File: src/rtl/core/nkia_pkg.sv
// Shared types and constants for the nearest key index assigner.
package nkia_pkg;

  localparam int unsigned KEY_W = 16;
  localparam int unsigned IDX_W = 16;
  localparam int unsigned GAP_W = 17;

  localparam logic OP_LOAD  = 1'b0;
  localparam logic OP_QUERY = 1'b1;

  localparam logic [1:0] ST_OK    = 2'd0;
  localparam logic [1:0] ST_FULL  = 2'd1;
  localparam logic [1:0] ST_EMPTY = 2'd2;

  // Broadcast from the sequencer to every cell of the row.
  typedef struct packed {
    logic              eval;
    logic              load_we;
    logic              find;
    logic              assign_we;
    logic [KEY_W-1:0]  v;
    logic [IDX_W-1:0]  new_idx;
  } cell_cmd_t;

  // What one cell shows to its neighbors and to the sequencer.
  typedef struct packed {
    logic              occ;
    logic              gt;
    logic              eq;
    logic              win;
    logic [GAP_W-1:0]  gap;
    logic [KEY_W-1:0]  key;
    logic              aval;
    logic [IDX_W-1:0]  aidx;
  } cell_state_t;

endpackage

File: src/rtl/core/nkia_cell.sv
// One table slot: key, assigned index and the local compare logic.
module nkia_cell (
  input  logic                  clk_i,
  input  logic                  rst_ni,
  input  nkia_pkg::cell_cmd_t   cmd_i,
  input  nkia_pkg::cell_state_t left_i,
  input  nkia_pkg::cell_state_t right_i,
  output nkia_pkg::cell_state_t state_o
);
  import nkia_pkg::*;

  logic              occ_q, aval_q;
  logic              gt_q, eq_q, win_q;
  logic [GAP_W-1:0]  gap_q;
  logic [KEY_W-1:0]  key_q;
  logic [IDX_W-1:0]  aidx_q;

  logic [GAP_W-1:0]  diff;
  logic [GAP_W-1:0]  abs_diff;
  logic              open_slot;
  logic              left_open;
  logic              take_left;
  logic              take_v;
  logic              claim;

  assign diff      = {cmd_i.v[KEY_W-1], cmd_i.v} - {key_q[KEY_W-1], key_q};
  assign abs_diff  = diff[GAP_W-1] ? (~diff + {{(GAP_W-1){1'b0}}, 1'b1}) : diff;
  assign open_slot = gt_q | ~occ_q;
  assign left_open = left_i.gt | ~left_i.occ;
  assign take_left = cmd_i.load_we & open_slot & left_open;
  assign take_v    = cmd_i.load_we & open_slot & ~left_open;
  assign claim     = cmd_i.assign_we & win_q & ~aval_q;

  always_ff @(posedge clk_i or negedge rst_ni) begin
    if (!rst_ni) begin
      occ_q  <= 1'b0;
      aval_q <= 1'b0;
    end else begin
      if (take_left) begin
        occ_q  <= left_i.occ;
        aval_q <= left_i.aval;
      end else if (take_v) begin
        occ_q  <= 1'b1;
        aval_q <= 1'b0;
      end else if (claim) begin
        aval_q <= 1'b1;
      end
    end
  end

  always_ff @(posedge clk_i) begin
    if (cmd_i.eval) begin
      gt_q  <= occ_q & ($signed(key_q) > $signed(cmd_i.v));
      eq_q  <= occ_q & (key_q == cmd_i.v);
      gap_q <= abs_diff;
    end
    if (cmd_i.find) begin
      win_q <= occ_q & (left_i.gap > gap_q) & (~right_i.occ | (gap_q <= right_i.gap));
    end
    if (take_left) begin
      key_q  <= left_i.key;
      aidx_q <= left_i.aidx;
    end else if (take_v) begin
      key_q <= cmd_i.v;
    end else if (claim) begin
      aidx_q <= cmd_i.new_idx;
    end
  end

  assign state_o.occ  = occ_q;
  assign state_o.gt   = gt_q;
  assign state_o.eq   = eq_q;
  assign state_o.win  = win_q;
  assign state_o.gap  = gap_q;
  assign state_o.key  = key_q;
  assign state_o.aval = aval_q;
  assign state_o.aidx = aidx_q;

endmodule

File: config.mk
export PLATFORM = sky130hd
export DESIGN_NAME = nkia_cell
export DESIGN_NICKNAME = d
export VERILOG_FILES = /design/src/rtl/core/nkia_pkg.sv /design/src/rtl/core/nkia_cell.sv
export SDC_FILE = /design/constraint.sdc
export NUM_CORES = 1
export LEC_CHECK = 0
export BUFFER_PORTS_ARGS = -buffer_cell sky130_fd_sc_hd__buf_2
export CAP_MARGIN = 10
export CORE_MARGIN = 2
export CORE_UTILIZATION = 45
export DETAILED_ROUTE_END_ITERATION = 7
export MAX_ROUTING_LAYER = met4
export PLACE_DENSITY_LB_ADDON = 0.1
export SLEW_MARGIN = 20
export SYNTH_ARGS = -nofsm -noshare
export SYNTH_HDL_FRONTEND = slang
export SYNTH_SLANG_ARGS = --single-unit
File: constraint.sdc
create_clock -name clk_i -period 5.2 [get_ports clk_i]
set_clock_uncertainty 0.15 [all_clocks]
set_input_delay 0.26 -clock clk_i [delete_from_list [all_inputs] [get_ports clk_i]]
set_output_delay 0.26 -clock clk_i [all_outputs]
set_load 0.005 [all_outputs]
==> results of run 1 <==
-- layout make-up --
| cell class | instances | area, um^2 | share of cell area, % |
|---|---|---|---|
| tap | 129 | 161 | 3.00 |
| sequential | 54 | 1610 | 29.9 |
| clock buffer | 6 | 82.6 | 1.53 |
| multi-input combinational | 283 | 2390 | 44.4 |
| timing repair buffer | 167 | 876 | 16.3 |
| inverter | 60 | 225 | 4.18 |
| clock inverter | 2 | 38.8 | 0.720 |
-- cells in the final DEF (no fill, tap or decap), types with 7 or more instances in the layout --
cell and instances:
a21o_1 14, a21oi_1 19, xor2_1 8, mux2_2 32
ha_1 52, buf_2 161, o21ai_0 11, xnor2_1 19
edfxtp_1 52, nand4_1 7, nor2_1 13, nand2_1 20
inv_1 60
-- where the power goes --
group          total, mW  internal (mW)  switching (mW)
registers          0.620          0.573          0.0471
logic              0.630          0.303           0.327
clock network      0.304          0.159           0.145
total               1.55           1.03           0.520
-- critical path, stage by stage, from the launching register on --
cell,delay (ps)
edfxtp_1,370
inv_1,50
ha_1,400
nand3b_2,140
a211oi_1,350
o211ai_1,160
a31oi_1,460
nor3_1,130
a211oi_2,470
o21ai_0,190
xnor2_1,150
-- final timing paths --
path                              to  slack (ps)  depth (start not counted)
max                        gap_q[12]        1930                         10
min                            occ_q          40                          2
max reg2reg                gap_q[12]        1930                         10
min reg2reg                   aval_q         400                          1
max in group asynchronous     aval_q        4700                          2
min in group asynchronous      occ_q         110                          2
-- flip-flops by register name, summed over array words and instances (netlist names) --
register / cells
aidx_q: 16
eq_q: 1
gt_q: 1
gap_q: 17
aval_q: 1
win_q: 1
key_q: 16
occ_q: 1
-- stage by stage --
stage / utilization (%) / hold WS (ps) / std cells
floorplan: - / -186 / 411
global route: 58.3 / 35.5 / 701
detailed placement: 56.5 / -101 / 690
CTS: 58.0 / 31.3 / 700
finish: 58.3 / 37.8 / 701
global placement: 56.5 / -105 / 690
-- logic make-up (layout without fill, tap and decap cells) --
| family | after synthesis | in the layout | share of synthesized area [%] |
|---|---|---|---|
| compound gates | 86 | 86 | 14.0 |
| simple gates | 85 | 85 | 11.8 |
| buf+inv | 74 | 235 | 7.01 |
| flops | 54 | 54 | 37.6 |
| fa+ha+maj | 53 | 53 | 15.7 |
| mux | 32 | 32 | 8.41 |
| xor+xnor | 27 | 27 | 5.52 |
-- routing by layer --
| metal | global-route usage (%) | routed length [um] |
|---|---|---|
| met4 | 5.09 | 123 |
| met3 | 3.11 | 528 |
| met5 | - | 0 |
| met2 | 31.3 | 4670 |
| met1 | 23.1 | 4260 |
-- what timing repair did --
action,in CTS,in global routing
endpoints found under the setup margin,0,0
hold buffers,2,0
hold endpoints to repair,3,0
==> impl_metrics.yaml, run 1 <==
synthesis:
  synth-edff-count: 52
  yosysMostFrequentCell: "inv_1"
  seq_area_frac_synth_pct: 37.6
  syn_area_um2: 4280
  synth_seq_cells: 54
  yosys_warnings: 0
  synthArstFlopShare_pct: 3.70
  synth_cell_types: 62
  synth_flop_cell: "edfxtp_1"
  ys_top_cells_by_area: "edfxtp_1 (36%), ha_1 (15%), mux2_2 (8.4%)"
  synth_top_area_share_pct: 36.4
  synthTopCellsByCount: "inv_1 (60), edfxtp_1 (52), ha_1 (52)"
  synth_top_cell_by_area: "edfxtp_1"
  synth_area_per_cell_um2: 10.4
  syn_nets: 610
  postSynthCellCount: 411
finish:
  final_area_um2: 5390
  area_delta_synth_final_pct: 25.8
  drive_gt1_share_pct: 38.1
  n_antenna_cell: 0
  n_fill_cell: 854
  layout.nets: 770
worst_setup_path:
  regToRegStartpoint: "key_q[2]"
  cp-end-kind: "flop"
  cp_data_arrival_time_ps: 3180
  critPathLaunchType: "flop"
  crit_required_ps: 5110
  path_class: "reg -> reg"
  critPathMaxFanout: 5
  setup.worst_path.start: "key_q[2]"
place:
  gp_congestion: 0.919
  placed_area_um2: 5220
  place_ws_ps: 1940
  dp_hpwl_um: 7780
  port_buffers: 161
routing:
  wl_per_cell_um: 13.7
  via_per_inst: 5.06
  vias: 3550
  drc: 0
  drtIter0Drc: 139
  ant_nets: 0
  dr.pass1.iters: 6
  drt-total-wl_um: 9590
clock_network:
  clockBufferDepth: 2
  clkTransAtPathRegs_ps: 100
  cts_resized: 0
  h-tree-depth: 2
  clkSinkCount: 54
  cts_tree: "built"
  cts_setup_buffers: 0
  clk-insertion-delay-late_ps: 320
  cts_root_buffer: "clkbuf_8"
  cts_buffers: 5
global_routing:
  grt_overflow: 0
  antenna_found_initial: 0
  grt_pass1_wl_um: 15000
  grt_max_degree: 35
  grt.total_usage_pct: 18.6
  grt_pass1_vias: 3375
sta:
  setup_viol: 0
  final_hold_viol_count: 0
  fin_crit_sh_pct: 62.9
  slew_headroom_pct: 64.6
  setup_ws_ps: 1930
  fmax_ghz: 0.306
  tightest_slew_ps: 527
  drv_slew: 0
  rsz0062_at_grt: "no"
  tns_ps: 0
  fin_crit_ps: 3270
die:
  dieHeight_um: 102
  row_count: 35
  start_util_pct: 46.4
  die_width_um: 102
  fp.coreArea_um2: 9240
  die_area_um2: 10300
  ioPinCount: 200
power:
  power_density_nw_per_um2: 288
  finalPower_mw: 1.55
  power.leakage_nw: 2.59
  vdd_drop_max_mv: 0.143
min_path:
  hp-start: "cmd_i[34]"
  hold_class: "in -> reg"
flow_run:
  maxCapViolations: 0
status:
  status: "complete, no violations"
(Power assumes the default switching activity.)
==> run 2: changes to the inputs <==
==> constraint.sdc (replaced) <==
create_clock -name clk_i -period 3.2 [get_ports clk_i]
set_clock_uncertainty 0.15 [all_clocks]
set_input_delay 0.16 -clock clk_i [delete_from_list [all_inputs] [get_ports clk_i]]
set_output_delay 0.16 -clock clk_i [all_outputs]
set_load 0.005 [all_outputs]
==> run 2 against run 1 <==
Effect of this change:
- the flow now finishes with violations (negative hold slack)
- fmax grew 5.4%
- non-clock buffer count is 56 higher
- register-to-register slack worse by 1800 ps
- flip-flop and latch count unchanged
- wire length is 12% higher
- clock power is 58% higher
- via count rose by 7.0%
- first-iteration DRC count down 12%
- setup slack lost 1800 ps
- largest cell class unchanged
- highest routed layer unchanged
==> impl_metrics.yaml, run 2 (synthesized netlist as in run 1, its figures left out) <==
global_routing:
  grt_pass1_vias: 3668
  grt.total_usage_pct: 21.2
  grt_overflow: 0
  grt_max_degree: 20
  antenna_found_initial: 0
  grt_pass1_wl_um: 16900
routing:
  ant_nets: 0
  dr.pass1.iters: 6
  vias: 3800
  drt-total-wl_um: 10700
  drc: 0
  via_per_inst: 5.02
  wl_per_cell_um: 14.1
  drtIter0Drc: 122
finish:
  layout_common_cells: "buf_2 (161), inv_1 (60), edfxtp_1 (52)"
  drive_gt1_share_pct: 37.3
  multiInputGateArea_um2: 2440
  final_common_cell: "buf_2"
  n_fill_cell: 788
  layout.nets: 826
  stdcell_count: 757
  regArea_um2: 1610
  final_area_um2: 5960
  reg.largest.list: "gap_q (17), aidx_q (16), key_q (16)"
  area_delta_synth_final_pct: 39.0
  n_antenna_cell: 0
  largest_reg_flops: 17
  max_flop_register: "gap_q"
clock_network:
  cts_buffers: 5
  clkSinkCount: 54
  h-tree-depth: 2
  clk-insertion-delay-late_ps: 310
  clockBufferDepth: 2
  cts_root_buffer: "clkbuf_8"
  cts_tree: "built"
  clkTransAtPathRegs_ps: 110
worst_setup_path:
  crit_chain: "ha_1, fa_1, nand2b_4, a21o_1, a21oi_2, o32ai_2, buf_4, a211oi_2, buf_4, o21ai_0, xnor2_1"
  crit_required_ps: 3110
  regToRegStartpoint: "key_q[0]"
  crit_buf_inv: 2
  crit_family: "compound AO/OA/AOI/OAI gates"
  setup.worst_path.start: "key_q[0]"
  path_class: "reg -> reg"
  slowest_stage: "edfxtp_1"
  cpPeakStageDelay_ps: 410
  cp.depth: 11
  cp_data_arrival_time_ps: 3010
  crit_top_cell: "buf_4"
  critPathLaunchType: "flop"
  critPathMaxFanout: 4
  cp-end-kind: "flop"
  reg2reg_depth: 11
flow_run:
  maxCapViolations: 0
sta:
  drv_slew: 0
  fmax_ghz: 0.322
  slew_headroom_pct: 60.1
  hold_ws_ps: -0.0721
  fin_crit_ps: 3100
  fin_crit_sh_pct: 97.0
  tightest_slew_ps: 596
  rsz0062_at_grt: "yes"
  final_hold_viol_count: 1
  setup_viol: 0
  setup_ws_ps: 95.9
die:
  start_util_pct: 46.4
  die_width_um: 102
  die_area_um2: 10300
  fp.coreArea_um2: 9240
  dieHeight_um: 102
  ioPinCount: 200
  row_count: 35
power:
  vdd_drop_max_mv: 0.246
  power_density_nw_per_um2: 440
  power.leakage_nw: 2.82
place:
  port_buffers: 161
  placed_area_um2: 5270
  place_ws_ps: 92.6
  dpl.cell_count: 697
  gp_congestion: 0.921
  dp_hpwl_um: 7990
status:
  violations: "negative hold slack"
  status: "finished, violations left"
min_path:
  hold_class: "in -> async"
[run 2: final cells by class]
cell class	count	share of cell area, %
tap	129	2.71
multi-input combinational	283	41.0
timing repair buffer	223	23.4
clock buffer	5	1.16
clock inverter	3	0.819
sequential	54	27.1
inverter	60	3.78
[run 2: stage by stage]
| step | TNS (ps) | utilization [%] | power, mW |
|---|---|---|---|
| finish | 0 | 64.5 | 2.62 |
| global route | -31.5 | 64.5 | 2.83 |
| CTS | 0 | 63.7 | 2.61 |
| detailed placement | 0 | 57.0 | 2.07 |
| global placement | 0 | 57.0 | 2.04 |
| floorplan | 0 | - | 1.70 |
[run 2: final timing paths]
check	slack (ps)	to
max reg2reg	100	gap_q[12]
max	100	gap_q[12]
min reg2reg	410	aval_q
max in group asynchronous	2810	occ_q
min	-0.07	aval_q
min in group clk_i	10	key_q[7]
[run 2: metal layers]
metal / track usage [%] / share of wire, %
met1: 25.8 / 43
met4: 5.72 / 1.7
met5: - / 0
met3: 2.83 / 4.7
met2: 36.9 / 51
[run 2: power breakdown]
group,total [mW],internal [mW],leakage (nW),switching [mW]
Clock,0.481,0.239,0.0563,0.242
Combinational,1.14,0.572,2.24,0.565
Sequential,1.01,0.932,0.523,0.0735
[run 2: what timing repair did]
item / in CTS / in global routing
hold buffers: 50 / 0
gates resized for setup: 0 / 11
buffers inserted: 0 / 2
endpoints found under the setup margin: 0 / 5
hold endpoints to repair: 35 / 0
==> run 3: changes to the inputs <==
==> constraint.sdc (replaced) <==
create_clock -name clk_i -period 3.2 [get_ports clk_i]
set_clock_uncertainty 0.15 [all_clocks]
set_input_delay 0 -clock clk_i [delete_from_list [all_inputs] [get_ports clk_i]]
set_output_delay 0 -clock clk_i [all_outputs]
set_load 0.005 [all_outputs]
==> run 3 against run 2 <==
Effect of this change:
- the flow now finishes without violations
- global-route usage up 0.32 points
- clock-buffer cell count did not move
- first-iteration DRC count decreased by 21%
- non-clock buffer count rose by 21
- wire length up 0.83%
- power is 1.8% higher
- cell count rose by 2.8%
- via count rose by 1.8%
- critical endpoint is now gap_q[13]
- highest routed layer unchanged
==> impl_metrics.yaml, run 3 (synthesized netlist as in run 1, its figures left out) <==
status:
  status: "complete, no violations"
place:
  gp_congestion: 0.936
  place_ws_ps: 4.05
  port_buffers: 161
  placed_area_um2: 5260
  dp_hpwl_um: 7950
sta:
  fmax_ghz: 0.323
  tightest_slew_ps: 578
  drv_slew: 0
  setup_ws_ps: 109
  final_hold_viol_count: 0
  fin_crit_ps: 3090
  rsz0062_at_grt: "yes"
  setup_viol: 0
  fin_crit_sh_pct: 96.6
  slew_headroom_pct: 61.3
power:
  vdd_drop_max_mv: 0.228
  power_density_nw_per_um2: 430
  power.leakage_nw: 2.93
clock_network:
  clkSinkCount: 54
  clk-insertion-delay-late_ps: 320
  cts_buffers: 5
  cts_root_buffer: "clkbuf_8"
  clockBufferDepth: 2
  clkTransAtPathRegs_ps: 100
  cts_tree: "built"
  h-tree-depth: 2
finish:
  layout.nets: 847
  drive_gt1_share_pct: 36.7
  finalCoreUtilization_pct: 67.2
  layout_common_cells: "buf_2 (161), dlygate4sd3_1 (71), inv_1 (60)"
  final_area_um2: 6210
  reg.largest.list: "gap_q (17), aidx_q (16), key_q (16)"
  final_common_cell: "buf_2"
  area_delta_synth_final_pct: 45.0
  n_antenna_cell: 0
  max_flop_register: "gap_q"
  largest_reg_flops: 17
worst_setup_path:
  rr_endpoint: "gap_q[13]"
  critPathMaxFanout: 5
  regToRegStartpoint: "key_q[0]"
  cp_data_arrival_time_ps: 3000
  cp-end-kind: "flop"
  r2r_setup_slack_ps: 110
  path_class: "reg -> reg"
  reg2reg_depth: 10
  crit_required_ps: 3110
  critPathLaunchType: "flop"
  setup.worst_path.start: "key_q[0]"
routing:
  wl_per_cell_um: 13.9
  vias: 3869
  ant_nets: 0
  via_per_inst: 4.97
  drc: 0
  drtIter0Drc: 96
  dr.pass1.iters: 4
  drt-total-wl_um: 10800
global_routing:
  grt_max_degree: 35
  grt_pass1_wl_um: 17300
  grt_pass1_vias: 3845
  antenna_found_initial: 0
  grt.total_usage_pct: 21.5
  grt_overflow: 0
die:
  row_count: 35
  start_util_pct: 46.4
  die_width_um: 102
  dieHeight_um: 102
  ioPinCount: 200
  die_area_um2: 10300
  fp.coreArea_um2: 9240
min_path:
  min_to: "gap_q[0]"
  hp-start: "cmd_i[16]"
  hold_class: "in -> reg"
  hold_depth: 4
flow_run:
  maxCapViolations: 0
## run 3: changes by cell type in the layout (fill, tap and decap cells not counted), sizes merged
cell         before  now
dlygate4sd3      50   71
## run 3: worst max-delay path, stage by stage (launching register included)
cell and delay (ps):
edfxtp_1 400, ha_2 200, fa_1 390, nand2b_1 190
a21o_1 220, a21oi_2 180, o32ai_2 110, buf_4 160
a211oi_2 470, o31ai_1 190, xnor2_1 170
## run 3: how the worst max path moves through the flow
stage / slack [ps] / to
4_1_cts: 40 / gap_q[16]
5_1_grt: -20 / gap_q[15]
2_1_floorplan: 170 / aidx_q[0]
3_3_place_gp: 120 / gap_q[15]
3_5_place_dp: 4 / gap_q[15]
6_report: 110 / gap_q[13]
## run 3: area by class of cell
class / count / area, um^2
Sequential cell: 54 / 1610
Clock buffer: 5 / 68.8
Timing Repair Buffer: 244 / 1630
Clock inverter: 3 / 48.8
Tap cell: 129 / 161
Inverter: 60 / 225
Multi-Input combinational cell: 283 / 2470
Fill cell: 751 / 3030
## run 3: layer usage
layer  global-route usage [%]  share of wire (%)  wire, um  vias to the layer above
li1                         -                  -         -                     1969
met3                     2.42                4.5       491                       14
met1                     26.5                 43      4650                     1775
met2                     37.5                 51      5490                      111
met5                        -                  0         0                        -
met4                     5.61                1.5       162                        0
## run 3: timing repair
action	4_1_cts	5_1_grt
hold buffers	71	0
resized for setup	1	15
endpoints found under the hold margin	50	0
endpoints found under the setup margin	1	6
pin swaps	0	7
buffers inserted	0	2
## run 3: metrics by stage
| step | total power [mW] | cells | TNS (ps) | hold slack, ps |
|---|---|---|---|---|
| 2_1_floorplan | 1.70 | 411 | 0 | -446 |
| 3_3_place_gp | 2.04 | 696 | 0 | -365 |
| 3_5_place_dp | 2.07 | 696 | 0 | -361 |
| 4_1_cts | 2.65 | 775 | 0 | 116 |
| 5_1_grt | 2.87 | 778 | -57.7 | 112 |
| 6_report | 2.67 | 778 | 0 | 105 |
## run 3: power breakdown
part           internal [mW]  switching, mW
sequential             0.932         0.0741
clock                  0.239          0.242
combinational          0.609          0.575
total                   1.78          0.891
